$ cat src/sv/psfm_pkg.sv
// ----------------------------------------------------------------------------
// psfm_pkg
// Shared types and constants of the pooled slot FIFO manager.
// ----------------------------------------------------------------------------
package psfm_pkg;

  localparam int SlotW        = 4;
  localparam int CountW       = 5;
  localparam int DefaultSlots = 16;

  typedef enum logic [1:0] {
    OP_ALLOC   = 2'd0,
    OP_ENQUEUE = 2'd1,
    OP_DEQUEUE = 2'd2,
    OP_RELEASE = 2'd3
  } op_t;

  typedef enum logic [3:0] {
    S_INIT = 4'b0001,
    S_IDLE = 4'b0010,
    S_EXEC = 4'b0100,
    S_LINK = 4'b1000
  } state_t;

endpackage

$ cat src/sv/psfm_if.sv
// ----------------------------------------------------------------------------
// psfm_if
// Command and response channels of the pooled slot FIFO manager.
// ----------------------------------------------------------------------------
interface psfm_in_if;
  logic                        valid;
  logic                        ready;
  psfm_pkg::op_t               op;
  logic [psfm_pkg::SlotW-1:0]  slot;

  modport source (output valid, output op, output slot, input ready);
  modport sink   (input valid, input op, input slot, output ready);
endinterface

interface psfm_out_if;
  logic                        valid;
  logic                        ready;
  logic [psfm_pkg::SlotW-1:0]  result_slot;
  logic                        found;
  logic [psfm_pkg::CountW-1:0] queued_count;

  modport source (output valid, output result_slot, output found, output queued_count,
                  input ready);
  modport sink   (input valid, input result_slot, input found, input queued_count,
                  output ready);
endinterface

$ cat src/sv/psfm_ram.sv
// ----------------------------------------------------------------------------
// psfm_ram
// Generic single-write, single-read RAM with registered read data.
// ----------------------------------------------------------------------------
module psfm_ram #(
  parameter int Width = 5,
  parameter int Depth = 16
) (
  input  logic                     clk,
  input  logic                     we,
  input  logic [$clog2(Depth)-1:0] waddr,
  input  logic [Width-1:0]         wdata,
  input  logic                     re,
  input  logic [$clog2(Depth)-1:0] raddr,
  output logic [Width-1:0]         rdata
);

  logic [Width-1:0] mem [Depth];

  always_ff @(posedge clk) begin
    if (we) begin
      mem[waddr] <= wdata;
    end
    if (re) begin
      rdata <= mem[raddr];
    end
  end

endmodule

$ cat src/sv/pooled_slot_fifo_manager.sv
// ----------------------------------------------------------------------------
// pooled_slot_fifo_manager
// Slot pool with a free list (LIFO) and one linked FIFO queue sharing a
// single link memory.
//
//   channel  dir  payload                            handshake
//   req      in   op, slot                           valid / ready
//   rsp      out  result_slot, found, queued_count   valid / ready
//
// Each item is accepted in S_IDLE, which reads the link memory; S_EXEC
// then consumes the read data and writes back. Enqueue onto a non-empty
// queue adds S_LINK, which writes the old tail's link.
// After reset S_INIT sweeps all SLOTS entries of the link memory; req.ready
// stays low until it ends. A result waiting on rsp does not block the
// next accept; only its write-back waits until the response register frees.
// ----------------------------------------------------------------------------
module pooled_slot_fifo_manager #(
  parameter int SLOTS = psfm_pkg::DefaultSlots
) (
  input logic        clk,
  input logic        rst,
  psfm_in_if.sink    req,
  psfm_out_if.source rsp
);

  import psfm_pkg::*;

  localparam int AW = $clog2(SLOTS);
  localparam int PW = $clog2(SLOTS + 1);
  localparam int XW = (PW > SlotW) ? PW : SlotW;
  localparam logic [PW-1:0] Nil = PW'(SLOTS);

  state_t            state, state_next;
  logic [AW-1:0]     init_idx, init_idx_next;
  logic [PW-1:0]     pool_head, pool_head_next;
  logic [PW-1:0]     queue_head, queue_head_next;
  logic [PW-1:0]     queue_tail, queue_tail_next;
  logic [PW-1:0]     queue_size, queue_size_next;
  op_t               cmd_op;
  logic [SlotW-1:0]  cmd_slot;
  logic              rsp_valid;
  logic [SlotW-1:0]  rsp_slot;
  logic              rsp_found;
  logic [CountW-1:0] rsp_count;

  logic              mem_we;
  logic [AW-1:0]     mem_waddr;
  logic [PW-1:0]     mem_wdata;
  logic              mem_re;
  logic [AW-1:0]     mem_raddr;
  logic [PW-1:0]     mem_rdata;

  logic              accept;
  logic              out_free;
  logic              out_load;
  logic [PW-1:0]     out_slot;
  logic              out_found;
  logic              slot_ok;
  logic [PW-1:0]     cmd_ptr;

  psfm_ram #(
    .Width (PW),
    .Depth (SLOTS)
  ) u_link_ram (
    .clk   (clk),
    .we    (mem_we),
    .waddr (mem_waddr),
    .wdata (mem_wdata),
    .re    (mem_re),
    .raddr (mem_raddr),
    .rdata (mem_rdata)
  );

  assign req.ready        = (state == S_IDLE);
  assign accept           = req.valid && (state == S_IDLE);
  assign out_free         = !rsp_valid || rsp.ready;
  assign slot_ok          = XW'(cmd_slot) < XW'(SLOTS);
  assign cmd_ptr          = PW'(cmd_slot);
  assign mem_re           = accept;
  assign mem_raddr        = (req.op == OP_ALLOC) ? AW'(pool_head) : AW'(queue_head);

  assign rsp.valid        = rsp_valid;
  assign rsp.result_slot  = rsp_slot;
  assign rsp.found        = rsp_found;
  assign rsp.queued_count = rsp_count;

  always_comb begin
    state_next      = state;
    init_idx_next   = init_idx;
    pool_head_next  = pool_head;
    queue_head_next = queue_head;
    queue_tail_next = queue_tail;
    queue_size_next = queue_size;
    mem_we          = 1'b0;
    mem_waddr       = '0;
    mem_wdata       = Nil;
    out_load        = 1'b0;
    out_slot        = '0;
    out_found       = 1'b0;
    unique case (state)
      S_INIT: begin
        mem_we    = 1'b1;
        mem_waddr = init_idx;
        mem_wdata = PW'(init_idx) + PW'(1);
        if (init_idx == AW'(SLOTS - 1)) begin
          state_next = S_IDLE;
        end else begin
          init_idx_next = init_idx + AW'(1);
        end
      end
      S_IDLE: begin
        if (accept) begin
          state_next = S_EXEC;
        end
      end
      S_EXEC: begin
        if (out_free) begin
          out_load   = 1'b1;
          state_next = S_IDLE;
          unique case (cmd_op)
            OP_ALLOC: begin
              if (pool_head < Nil) begin
                out_slot       = pool_head;
                out_found      = 1'b1;
                pool_head_next = mem_rdata;
                mem_we         = 1'b1;
                mem_waddr      = AW'(pool_head);
              end
            end
            OP_ENQUEUE: begin
              if (slot_ok) begin
                mem_we    = 1'b1;
                mem_waddr = AW'(cmd_slot);
                if (queue_size < Nil) begin
                  queue_size_next = queue_size + PW'(1);
                end
                if (queue_head >= Nil || queue_tail >= Nil) begin
                  queue_head_next = cmd_ptr;
                  queue_tail_next = cmd_ptr;
                end else begin
                  out_load   = 1'b0;
                  state_next = S_LINK;
                end
              end
            end
            OP_DEQUEUE: begin
              if (queue_head < Nil) begin
                out_slot  = queue_head;
                out_found = 1'b1;
                mem_we    = 1'b1;
                mem_waddr = AW'(queue_head);
                if (mem_rdata >= Nil) begin
                  queue_head_next = Nil;
                  queue_tail_next = Nil;
                end else begin
                  queue_head_next = mem_rdata;
                end
                if (queue_size != '0) begin
                  queue_size_next = queue_size - PW'(1);
                end
              end
            end
            OP_RELEASE: begin
              if (slot_ok) begin
                mem_we         = 1'b1;
                mem_waddr      = AW'(cmd_slot);
                mem_wdata      = pool_head;
                pool_head_next = cmd_ptr;
              end
            end
            default: begin
              out_load = 1'b1;
            end
          endcase
        end
      end
      S_LINK: begin
        mem_we          = 1'b1;
        mem_waddr       = AW'(queue_tail);
        mem_wdata       = cmd_ptr;
        queue_tail_next = cmd_ptr;
        out_load        = 1'b1;
        state_next      = S_IDLE;
      end
      default: begin
        state_next = S_IDLE;
      end
    endcase
  end

  always_ff @(posedge clk) begin
    if (rst) begin
      state      <= S_INIT;
      init_idx   <= '0;
      pool_head  <= '0;
      queue_head <= Nil;
      queue_tail <= Nil;
      queue_size <= '0;
      rsp_valid  <= 1'b0;
    end else begin
      state      <= state_next;
      init_idx   <= init_idx_next;
      pool_head  <= pool_head_next;
      queue_head <= queue_head_next;
      queue_tail <= queue_tail_next;
      queue_size <= queue_size_next;
      if (out_load) begin
        rsp_valid <= 1'b1;
      end else if (rsp.ready) begin
        rsp_valid <= 1'b0;
      end
    end
  end

  always_ff @(posedge clk) begin
    if (accept) begin
      cmd_op   <= req.op;
      cmd_slot <= req.slot;
    end
    if (out_load) begin
      rsp_slot  <= SlotW'(out_slot);
      rsp_found <= out_found;
      rsp_count <= CountW'(queue_size_next);
    end
  end

endmodule

$ cat src/flat_wrapper.sv
// flat-port wrapper written by rule: the top's interface ports become plain ports
module pooled_slot_fifo_manager_flat import psfm_pkg::*;
#(
  parameter int SLOTS = psfm_pkg::DefaultSlots
)
  (clk, rst, req_valid, req_op, req_slot, req_ready, rsp_valid, rsp_result_slot, rsp_found, rsp_queued_count, rsp_ready);
  psfm_in_if req_i ();
  psfm_out_if rsp_i ();
  input logic clk;
  input logic rst;
  input wire logic [$bits(req_i.valid)-1:0] req_valid;
  input wire logic [$bits(req_i.op)-1:0] req_op;
  input wire logic [$bits(req_i.slot)-1:0] req_slot;
  output wire logic [$bits(req_i.ready)-1:0] req_ready;
  output wire logic [$bits(rsp_i.valid)-1:0] rsp_valid;
  output wire logic [$bits(rsp_i.result_slot)-1:0] rsp_result_slot;
  output wire logic [$bits(rsp_i.found)-1:0] rsp_found;
  output wire logic [$bits(rsp_i.queued_count)-1:0] rsp_queued_count;
  input wire logic [$bits(rsp_i.ready)-1:0] rsp_ready;
  assign req_i.valid = req_valid;
  assign req_i.op = req_op;
  assign req_i.slot = req_slot;
  assign req_ready = req_i.ready;
  assign rsp_valid = rsp_i.valid;
  assign rsp_result_slot = rsp_i.result_slot;
  assign rsp_found = rsp_i.found;
  assign rsp_queued_count = rsp_i.queued_count;
  assign rsp_i.ready = rsp_ready;
  pooled_slot_fifo_manager #(.SLOTS(SLOTS)) u_core (.clk(clk), .rst(rst), .req(req_i), .rsp(rsp_i));
endmodule
$ cat config.mk
export PLATFORM = sky130hd
export DESIGN_NAME = pooled_slot_fifo_manager_flat
export DESIGN_NICKNAME = d
export VERILOG_FILES = /design/src/sv/psfm_pkg.sv /design/src/sv/psfm_if.sv /design/src/sv/psfm_ram.sv /design/src/sv/pooled_slot_fifo_manager.sv /design/src/flat_wrapper.sv
export SDC_FILE = /design/constraint.sdc
export NUM_CORES = 1
export LEC_CHECK = 0
export ABC_CLOCK_PERIOD_IN_PS = 3200
export BUFFER_PORTS_ARGS = -buffer_cell sky130_fd_sc_hd__buf_2
export CAP_MARGIN = 20
export CELL_PAD_IN_SITES_DETAIL_PLACEMENT = 2
export CELL_PAD_IN_SITES_GLOBAL_PLACEMENT = 2
export CORE_UTILIZATION = 40
export DETAILED_ROUTE_END_ITERATION = 16
export PLACE_DENSITY_LB_ADDON = 0.1
export SYNTH_ARGS = -nofsm -noshare
export SYNTH_HDL_FRONTEND = slang
export SYNTH_SLANG_ARGS = --single-unit
export TNS_END_PERCENT = 1
$ cat constraint.sdc
create_clock -name clk -period 3.2 [get_ports clk]
set_clock_uncertainty 0.05 [all_clocks]
set_input_delay 0.64 -clock clk [delete_from_list [all_inputs] [get_ports clk]]
set_output_delay 0.64 -clock clk [all_outputs]
set_load 0.01 [all_outputs]
==> results of run 1 <==
==> worst max-delay path, delay by kind of cell (launching register included) <==
family | cells | cell delay [ns]
simple gates | 3 | 1.08
compound gates | 2 | 0.61
flops | 1 | 0.42
fa+ha+maj | 1 | 0.30
==> metal layers <==
metal	up-vias	track usage, %
li1	2015	-
met1	2257	32.1
met2	101	44.3
met3	34	5.36
met4	0	11.4
met5	-	0
==> kinds of logic after synthesis <==
family                   after synthesis  share of synthesized area, %
AND/OR/NAND/NOR                      168                          15.0
AO/OA/AOI/OAI                        133                          14.9
flip-flops                           130                          60.8
buffers and inverters                 39                          2.57
multiplexers                          28                          4.74
adder cells (fa/ha/maj)                7                          1.47
XOR/XNOR                               4                         0.590
==> cells in the mapped netlist (4+ instances only) <==
cell type,count,area share (%)
nor3_1,18,1.5
mux2i_1,27,4.5
nor2_1,37,2.3
o21ai_0,35,2.9
buf_2,5,0.42
ha_1,7,1.5
nand3_1,25,2.1
nand3b_1,4,0.51
o221ai_1,10,1.5
a211oi_1,9,1.1
a22o_1,4,0.59
nand2_1,27,1.7
o2bb2ai_1,5,0.74
edfxtp_1,101,51
a21oi_1,32,2.7
nor2b_1,12,1.3
a22oi_1,7,0.88
a31oi_1,6,0.63
nand4_1,6,0.63
clkbuf_1,20,1.3
a221o_1,4,0.67
and3_1,6,0.63
inv_1,14,0.88
dfxtp_1,29,9.8
nand2b_1,7,0.74
==> power by group <==
group | switching (mW) | internal [mW]
Sequential | 0.0410 | 2.00
Combinational | 0.315 | 0.111
Clock | 0.771 | 1.16
Total | 1.13 | 3.27
==> cell type report <==
type	count	share of cell area, %
clock buffer	17	6.18
clock inverter	15	2.29
inverter	14	0.764
multi-input combinational	340	31.7
sequential	130	52.5
tap	184	3.35
timing repair buffer	36	3.16
==> stage by stage <==
stage                     worst slack, ns  total power, mW  instances
after detailed placement            0.419             2.50        704
after floorplan                     0.749             2.30        509
final                               0.378             4.39        736
after CTS                           0.384             4.44        736
after global placement              0.534             2.49        704
after global routing                0.225             4.55        736
==> state kept, by name, summed over array words and instances (netlist names) <==
register and flops:
u_core.cmd_op 2, u_core.cmd_slot 4, u_core.init_idx 4, u_core.pool_head 5
u_core.queue_head 5, u_core.queue_size 5, u_core.queue_tail 5, u_core.rsp.found 1
u_core.rsp.queued_count 5, u_core.rsp.result_slot 4, u_core.rsp.valid 1, u_core.state 4
u_core.u_link_ram.mem 80, u_core.u_link_ram.rdata 5
==> layout by cell type (no fill, tap or decap), types with 14 or more instances in the layout <==
cell	Yosys	routed
a21oi_1	32	32
nor2_1	37	37
buf_2	5	21
mux2i_1	27	26
edfxtp_1	101	101
nand3_1	25	25
dfxtp_1	29	29
buf_4	0	15
nor3_1	18	18
inv_1	14	14
clkbuf_16	0	17
o21ai_0	35	34
nand2_1	27	27
==> path summary, 6_finish.rpt <==
check | from | endpoint | slack, ns | depth (start not counted)
max | u_core.cmd_op[0] | u_core.u_link_ram.mem[8][1] | 0.38 | 6
min | req_slot[3] | u_core.cmd_slot[3] | 0.35 | 1
max reg2reg | u_core.cmd_op[0] | u_core.u_link_ram.mem[8][1] | 0.38 | 6
min reg2reg | u_core.queue_tail[4] | u_core.queue_tail[4] | 0.42 | 2
==> flow_summary.json, run 1 <==
{
  "die_width_microns": 124,
  "overflow": 0,
  "start_util_pct": 40.9,
  "fp.dieH_microns": 124,
  "ys.flop_type": "edfxtp_1",
  "drive_above_1_share_pct": 14.1,
  "numClockSinks": 130,
  "routed-via-count": 4407,
  "powerDensity_nw_per_um2": 638,
  "crit_path_cell_trace": "ha_1 > or2_2 > a221o_1 > a32oi_1 > nand3_1 > nor2_1",
  "cts_inserted_buffers": 17,
  "timing.final.crit_share_pct": 88.2,
  "setup_tns_ns": 0,
  "syn2layout_area_growth_pct": 15.8,
  "io_pins": 22,
  "crit_slowest_cell": "nor2_1",
  "cts_resized": 0,
  "clk_latency_ns": 0.42,
  "maxCapViolations": 0,
  "fmax_mhz": 354,
  "multi_input_area_sq_um": 2180,
  "path_class": "flip-flop to flip-flop",
  "cts_tree": "done",
  "rows": 44,
  "dr.first_iter.drc_count": 360,
  "min_period_ns": 2.82,
  "cellLeakagePower_nw": 2.48,
  "fp.coreArea_sq_um": 14500,
  "ys_seq_area_share_pct": 60.8,
  "ir_drop_mv": 0.406,
  "timing.hold.ws_ns": 0.349,
  "grt_max_degree": 28,
  "grt_pass1_vias": 4827,
  "antenna_found_initial": 0,
  "fin_area_sq_um": 6880,
  "grt_usage_pct": 26.1,
  "port_buffers": 21,
  "hold_buffers": 0,
  "register_area_sq_um": 3610,
  "outcome": "completed",
  "drcViolationCount": 0,
  "synth_edf_count": 101,
  "syn_inst": 509,
  "routed_wl_microns": 18300,
  "rsz0062_at_grt": "no",
  "dpl.hpwl_microns": 12600,
  "place_congestion": 0.816,
  "synth_nets": 526,
  "post-route-util_pct": 47.3,
  "synth-seq-cells": 130,
  "n_antenna_cell": 0,
  "synth_area_sq_um": 5940,
  "worstPathMaxFanout": 5,
  "async_flop_share_pct": 0,
  "crit_required_ns": 3.21,
  "hold_viol": 0,
  "report.final.setup_viol": 0,
  "path_clk_slew_ns": 0.06,
  "cts_setup_buffers": 0,
  "arrival_ns": 2.83,
  "route.met3.wl_microns": 646,
  "post_dp_cell_area_sq_um": 6300,
  "drt-pass1-iter-count": 5,
  "endpoint_kind": "flip-flop",
  "cp-start-kind": "flip-flop",
  "viasPerCell": 5.99,
  "slew_headroom_pct": 47.3,
  "nets": 556,
  "ys_types": 53,
  "tightest_slew_ns": 0.787,
  "dr_wl_met2_microns": 9200,
  "fillers": 1437,
  "critical_path.max_stage_delay_ns": 0.47,
  "clk_path_buf_depth": 2,
  "hp-class": "input port to flip-flop",
  "syn_avg_cell_area_sq_um": 11.7,
  "dieArea_sq_um": 15300,
  "grt_pass1_wl_microns": 28400,
  "drv_slew": 0,
  "wl_met1_microns": 7980,
  "wl_per_cell_microns": 24.9,
  "top_layer_used": "met4",
  "ys_warn_count": 0,
  "htree_levels": 4,
  "root_buffer": "clkbuf_16",
  "ant_nets": 0
}
Note: power is estimated with default switching activity, not from simulation.
==> run 2, diff against run 1 <==
--- a/config.mk
+++ b/config.mk
@@ -13,6 +13,7 @@
 export CORE_UTILIZATION = 40
 export DETAILED_ROUTE_END_ITERATION = 16
 export PLACE_DENSITY_LB_ADDON = 0.1
+export RECOVER_POWER = 100
 export SYNTH_ARGS = -nofsm -noshare
 export SYNTH_HDL_FRONTEND = slang
 export SYNTH_SLANG_ARGS = --single-unit
==> run 2 against run 1 <==
  * Setup slack got worse by 0.040 ns
  * Highest routed layer unchanged
  * Combinational power fell by 2%
  * Power decreased by 0.11%
  * Final cell count is the same
  * Critical path depth is 1 higher
  * Sequential cell count is the same
  * Wire length hardly changed
  * Sequential share of layout area up 0.37 points
  * Register-to-register slack worse by 0.04 ns
  * Sequential power hardly changed
==> flow_summary.json, run 2 (synthesis gave the netlist of run 1 again) <==
{
  "crit_path_cell_trace": "inv_1 > ha_1 > nor2b_1 > a222oi_1 > o32a_1 > or2_0 > nor2_1",
  "dr.first_iter.drc_count": 375,
  "largest_reg_flops": 80,
  "ant_nets": 0,
  "root_buffer": "clkbuf_16",
  "rsz0062_at_grt": "no",
  "worstPathMaxFanout": 6,
  "layout_commonest_cell": "edfxtp_1",
  "drcViolationCount": 0,
  "start_util_pct": 40.9,
  "wl_per_cell_microns": 24.9,
  "holdPathEnd": "u_core.cmd_slot[3]",
  "r2r-start": "u_core.cmd_op[0]",
  "fin_area_sq_um": 6830,
  "timing.final.crit_share_pct": 89.4,
  "slew_headroom_pct": 31.3,
  "fp.coreArea_sq_um": 14500,
  "p_seq_share_pct": 46.5,
  "dpl.cell_count": 704,
  "fp.dieH_microns": 124,
  "crit_required_ns": 3.22,
  "r2r_end": "u_core.u_link_ram.mem[12][2]",
  "port_buffers": 21,
  "grt_max_degree": 28,
  "cts_setup_buffers": 0,
  "outcome": "completed",
  "cp-start-kind": "flip-flop",
  "p_int_mw": 3.26,
  "path_class": "flip-flop to flip-flop",
  "fmax_mhz": 349,
  "grt_pass1_wl_microns": 28400,
  "powerDensity_nw_per_um2": 642,
  "n_antenna_cell": 0,
  "clk_path_buf_depth": 2,
  "hold_depth": 1,
  "total_power_mw": 4.39,
  "min_period_ns": 2.86,
  "rows": 44,
  "cellLeakagePower_nw": 2.41,
  "syn2layout_area_growth_pct": 15.0,
  "grt_usage_pct": 26.1,
  "drt-pass1-iter-count": 5,
  "worst_path_dominant_cell_family": "simple AND/OR/NAND/NOR gates",
  "viasPerCell": 5.99,
  "endpoint_kind": "flip-flop",
  "dieArea_sq_um": 15300,
  "largest_register": "u_core.u_link_ram.mem",
  "place_congestion": 0.816,
  "antenna_found_initial": 0,
  "post_dp_cell_area_sq_um": 6300,
  "numClockSinks": 130,
  "hold_buffers": 0,
  "path_clk_slew_ns": 0.06,
  "io_pins": 22,
  "cts_inserted_buffers": 17,
  "nets": 556,
  "routed-via-count": 4406,
  "dpl.hpwl_microns": 12600,
  "hold_start": "req_slot[3]",
  "overflow": 0,
  "pwr-share-clk_pct": 43.9,
  "htree_levels": 4,
  "hp-class": "input port to flip-flop",
  "drive_above_1_share_pct": 9.96,
  "grt_pass1_vias": 4827,
  "hold_viol": 0,
  "crit_slowest_cell": "nor2_1",
  "reg2reg_slack_ns": 0.34,
  "cp.buffers_inverters": 1,
  "final_cell_mix": "101 x edfxtp_1, 40 x nor2_1, 34 x o21ai_0",
  "drv_slew": 0,
  "clk_latency_ns": 0.42,
  "maxCapViolations": 0,
  "routed_wl_microns": 18300,
  "arrival_ns": 2.88,
  "switching_share_pct": 25.7,
  "power_frac_comb_pct": 9.6,
  "critical_path.max_stage_delay_ns": 0.43,
  "report.final.setup_viol": 0,
  "rr_worst_depth": 7,
  "tightest_slew_ns": 1.03,
  "fin_cells": 736,
  "power.switching_mw": 1.13,
  "cts_tree": "done",
  "die_width_microns": 124,
  "setup_tns_ns": 0,
  "ir_drop_mv": 0.406,
  "cts_resized": 0
}
run 2: layout make-up:
type | count | area [sq um]
Timing Repair Buffer | 36 | 178
Clock buffer | 17 | 425
Tap cell | 184 | 230
Clock inverter | 15 | 158
Multi-Input combinational cell | 340 | 2180
Inverter | 14 | 52.6
Fill cell | 1454 | 7700
Sequential cell | 130 | 3610
run 2: layer usage:
metal  vias to the layer above  track usage [%]  part of all wire, %
met1                      2257             32.1                   44
li1                       2016                -                    -
met5                         -                0                    0
met2                        99             44.3                   50
met4                         0             11.4                  2.6
met3                        34             5.36                  3.5
run 2: stage by stage:
stage	utilization, %	hold WS [ns]	worst slack (ns)
floorplan	-	0.377	0.749
global placement	43.3	0.394	0.534
detailed placement	43.3	0.413	0.419
CTS	47.3	0.329	0.384
global route	47.0	0.332	0.225
finish	47.0	0.347	0.338
run 2: power groups by stage:
stage / Sequential, mW / Combinational, mW / Clock, mW
after global routing: 2.05 / 0.462 / 2.03
after global placement: 2.07 / 0.419 / 0
after floorplan: 2.06 / 0.241 / 0
after detailed placement: 2.07 / 0.431 / 0
after CTS: 2.04 / 0.436 / 1.96
final: 2.04 / 0.419 / 1.93
run 2: worst max path at each step:
| stage | start | end | cells past startpoint |
|---|---|---|---|
| CTS | u_core.cmd_op[0] | u_core.u_link_ram.mem[8][1] | 6 |
| floorplan | u_core.cmd_op[0] | u_core.u_link_ram.mem[12][0] | 8 |
| detailed placement | u_core.cmd_op[0] | u_core.u_link_ram.mem[8][4] | 6 |
| finish | u_core.cmd_op[0] | u_core.u_link_ram.mem[12][2] | 7 |
| global route | u_core.cmd_op[1] | u_core.u_link_ram.mem[8][1] | 7 |
| global placement | u_core.cmd_op[0] | u_core.u_link_ram.mem[4][4] | 6 |
==> run 3, diff against run 2 <==
--- a/config.mk
+++ b/config.mk
@@ -5,12 +5,12 @@
 export SDC_FILE = /design/constraint.sdc
 export NUM_CORES = 1
 export LEC_CHECK = 0
-export ABC_CLOCK_PERIOD_IN_PS = 3200
+export ABC_CLOCK_PERIOD_IN_PS = 2300
 export BUFFER_PORTS_ARGS = -buffer_cell sky130_fd_sc_hd__buf_2
 export CAP_MARGIN = 20
 export CELL_PAD_IN_SITES_DETAIL_PLACEMENT = 2
 export CELL_PAD_IN_SITES_GLOBAL_PLACEMENT = 2
-export CORE_UTILIZATION = 40
+export CORE_UTILIZATION = 38
 export DETAILED_ROUTE_END_ITERATION = 16
 export PLACE_DENSITY_LB_ADDON = 0.1
 export RECOVER_POWER = 100
==> constraint.sdc (replaced) <==
create_clock -name clk -period 2.3 [get_ports clk]
set_clock_uncertainty 0.05 [all_clocks]
set_input_delay 0.46 -clock clk [delete_from_list [all_inputs] [get_ports clk]]
set_output_delay 0.46 -clock clk [all_outputs]
set_load 0.01 [all_outputs]
==> run 3 against run 2 <==
  * The run now ends with negative setup slack left
  * Die area rose by 5.2%
  * Combinational power rose by 97%
  * Non-clock buffer count grew 50
  * Largest cell class unchanged
  * Sequential cell count did not move
  * Maximum frequency grew 14%
  * Critical endpoint is now u_core.u_link_ram.mem[12][3]
  * Design area grew 11%
  * Power is 49% higher
  * Clock power up 48%
  * Sequential power rose by 39%
  * First-iteration DRC count is 9.9% lower
==> flow_summary.json, run 3 (synthesis gave the netlist of run 1 again) <==
{
  "crit_required_ns": 2.37,
  "grt_max_degree": 28,
  "route.met3.wl_microns": 935,
  "drcViolationCount": 0,
  "place_congestion": 0.846,
  "overflow": 0,
  "largest_reg_flops": 80,
  "final_cell_mix": "101 x edfxtp_1, 47 x buf_4, 34 x o21ai_0",
  "register_area_sq_um": 3610,
  "worstPathMaxFanout": 5,
  "cp-start-kind": "flip-flop",
  "dr.first_iter.drc_count": 338,
  "htree_levels": 4,
  "wl_per_cell_microns": 25.0,
  "slew_headroom_pct": 55.6,
  "clk_latency_ns": 0.43,
  "start_util_pct": 38.9,
  "viasPerCell": 5.71,
  "hold_viol": 0,
  "routed-via-count": 4646,
  "drive_above_1_share_pct": 23.6,
  "post_dp_cell_area_sq_um": 6960,
  "ant_nets": 0,
  "die_width_microns": 127,
  "hp-class": "input port to flip-flop",
  "startpoint": "u_core.cmd_op[0]",
  "report.final.setup_viol": 80,
  "path_clk_slew_ns": 0.06,
  "endpoint_kind": "flip-flop",
  "n_antenna_cell": 0,
  "setup_ws_ns": -0.217,
  "drt-pass1-iter-count": 4,
  "drv_slew": 0,
  "cellLeakagePower_nw": 2.73,
  "arrival_ns": 2.59,
  "wl_met1_microns": 9130,
  "largest_register": "u_core.u_link_ram.mem",
  "numClockSinks": 130,
  "dr_wl_met2_microns": 10000,
  "rows": 45,
  "r2r-start": "u_core.cmd_op[0]",
  "fp.dieH_microns": 127,
  "rsz0062_at_grt": "yes",
  "top_layer_used": "met4",
  "violations": "negative setup slack",
  "crit_path_cell_trace": "buf_6 > ha_2 > or2_4 > a221o_1 > a32oi_4 > nand3_4 > nor2_4",
  "worst_path_dominant_cell_family": "simple AND/OR/NAND/NOR gates",
  "port_buffers": 21,
  "outcome": "finished with violations",
  "cts_tree": "done",
  "clk_path_buf_depth": 2,
  "antenna_found_initial": 0,
  "cts_inserted_buffers": 17,
  "cp.buffers_inverters": 1,
  "nets": 606,
  "layout_commonest_cell": "edfxtp_1",
  "grt_pass1_vias": 5048,
  "reg2reg_slack_ns": -0.22,
  "fin_area_sq_um": 7600,
  "dpl.hpwl_microns": 14000,
  "timing.final.crit_share_pct": 109,
  "post-route-util_pct": 49.8,
  "crit_slowest_cell": "edfxtp_1",
  "grt_usage_pct": 27.0,
  "io_pins": 22,
  "path_class": "flip-flop to flip-flop",
  "maxCapViolations": 0,
  "multi_input_area_sq_um": 2400,
  "powerDensity_nw_per_um2": 860,
  "dieArea_sq_um": 16100,
  "fp.coreArea_sq_um": 15300,
  "syn2layout_area_growth_pct": 27.9,
  "tightest_slew_ns": 0.658,
  "root_buffer": "clkbuf_16",
  "routed_wl_microns": 20300,
  "critical_path.max_stage_delay_ns": 0.43,
  "min_period_ns": 2.52,
  "fmax_mhz": 397,
  "grt_pass1_wl_microns": 31500,
  "total_power_mw": 6.53,
  "ir_drop_mv": 0.635,
  "fillers": 1492,
  "hold_start": "req_slot[1]"
}
run 3: cell count changes in the layout (fill, tap and decap cells not counted), moves of 5 or more:
cell / delta
nor2_4: +16
buf_4: +38
buf_12: +6
nor2_1: -19
buf_6: +5
run 3: worst register-to-register path: cells and delay by family (launching register included):
kind | cells | cell delay [ns]
and+or+nand+nor | 3 | 0.71
buffers and inverters | 1 | 0.15
adders and majority gates | 1 | 0.18
DFF | 1 | 0.43
AOI/OAI and AO/OA | 2 | 0.70
run 3: metrics by stage:
stage          hold slack [ns]  setup WS, ns  std cells  setup TNS, ns
5_1_grt                  0.138        -0.268        813         -19.71
3_5_place_dp             0.408        -0.288        780         -18.89
6_report                 0.158        -0.217        813         -12.75
2_1_floorplan            0.377       -0.0617        509          -2.14
3_3_place_gp             0.395        -0.164        780          -8.37
4_1_cts                  0.141        -0.139        813          -5.66
run 3: path summary, 6_finish.rpt:
| check | to | depth (start not counted) |
|---|---|---|
| worst max-delay path | u_core.u_link_ram.mem[12][3] | 7 |
| worst min-delay path | u_core.cmd_slot[1] | 1 |
| worst max register to register | u_core.u_link_ram.mem[12][3] | 7 |
| worst min register to register | u_core.queue_tail[4] | 2 |
run 3: power by group:
part / leakage, nW / switching, mW / internal [mW]
Combinational: 1.25 / 0.558 / 0.270
Clock: 0.302 / 1.13 / 1.74
Sequential: 1.18 / 0.0654 / 2.78
Total: 2.73 / 1.75 / 4.79
run 3: repair_timing:
action	in CTS	in global routing
setup buffers	1	0
resized for setup	16	4
setup endpoints to repair	80	94
cloned	0	0
pin swaps	10	3
hold buffers	0	0
run 3: cell type report:
type,instances,area share (%)
Sequential cell,130,47.5
Clock inverter,15,2.62
Tap cell,211,3.47
Timing Repair Buffer,86,8.53
Multi-Input combinational cell,340,31.5
Clock buffer,17,5.60
Inverter,14,0.691
run 3: metal layers:
metal	GRT usage (%)	up-vias
met2	44.2	106
met4	9.38	0
li1	-	2139
met1	35.9	2382
met3	5.36	19
met5	0	-
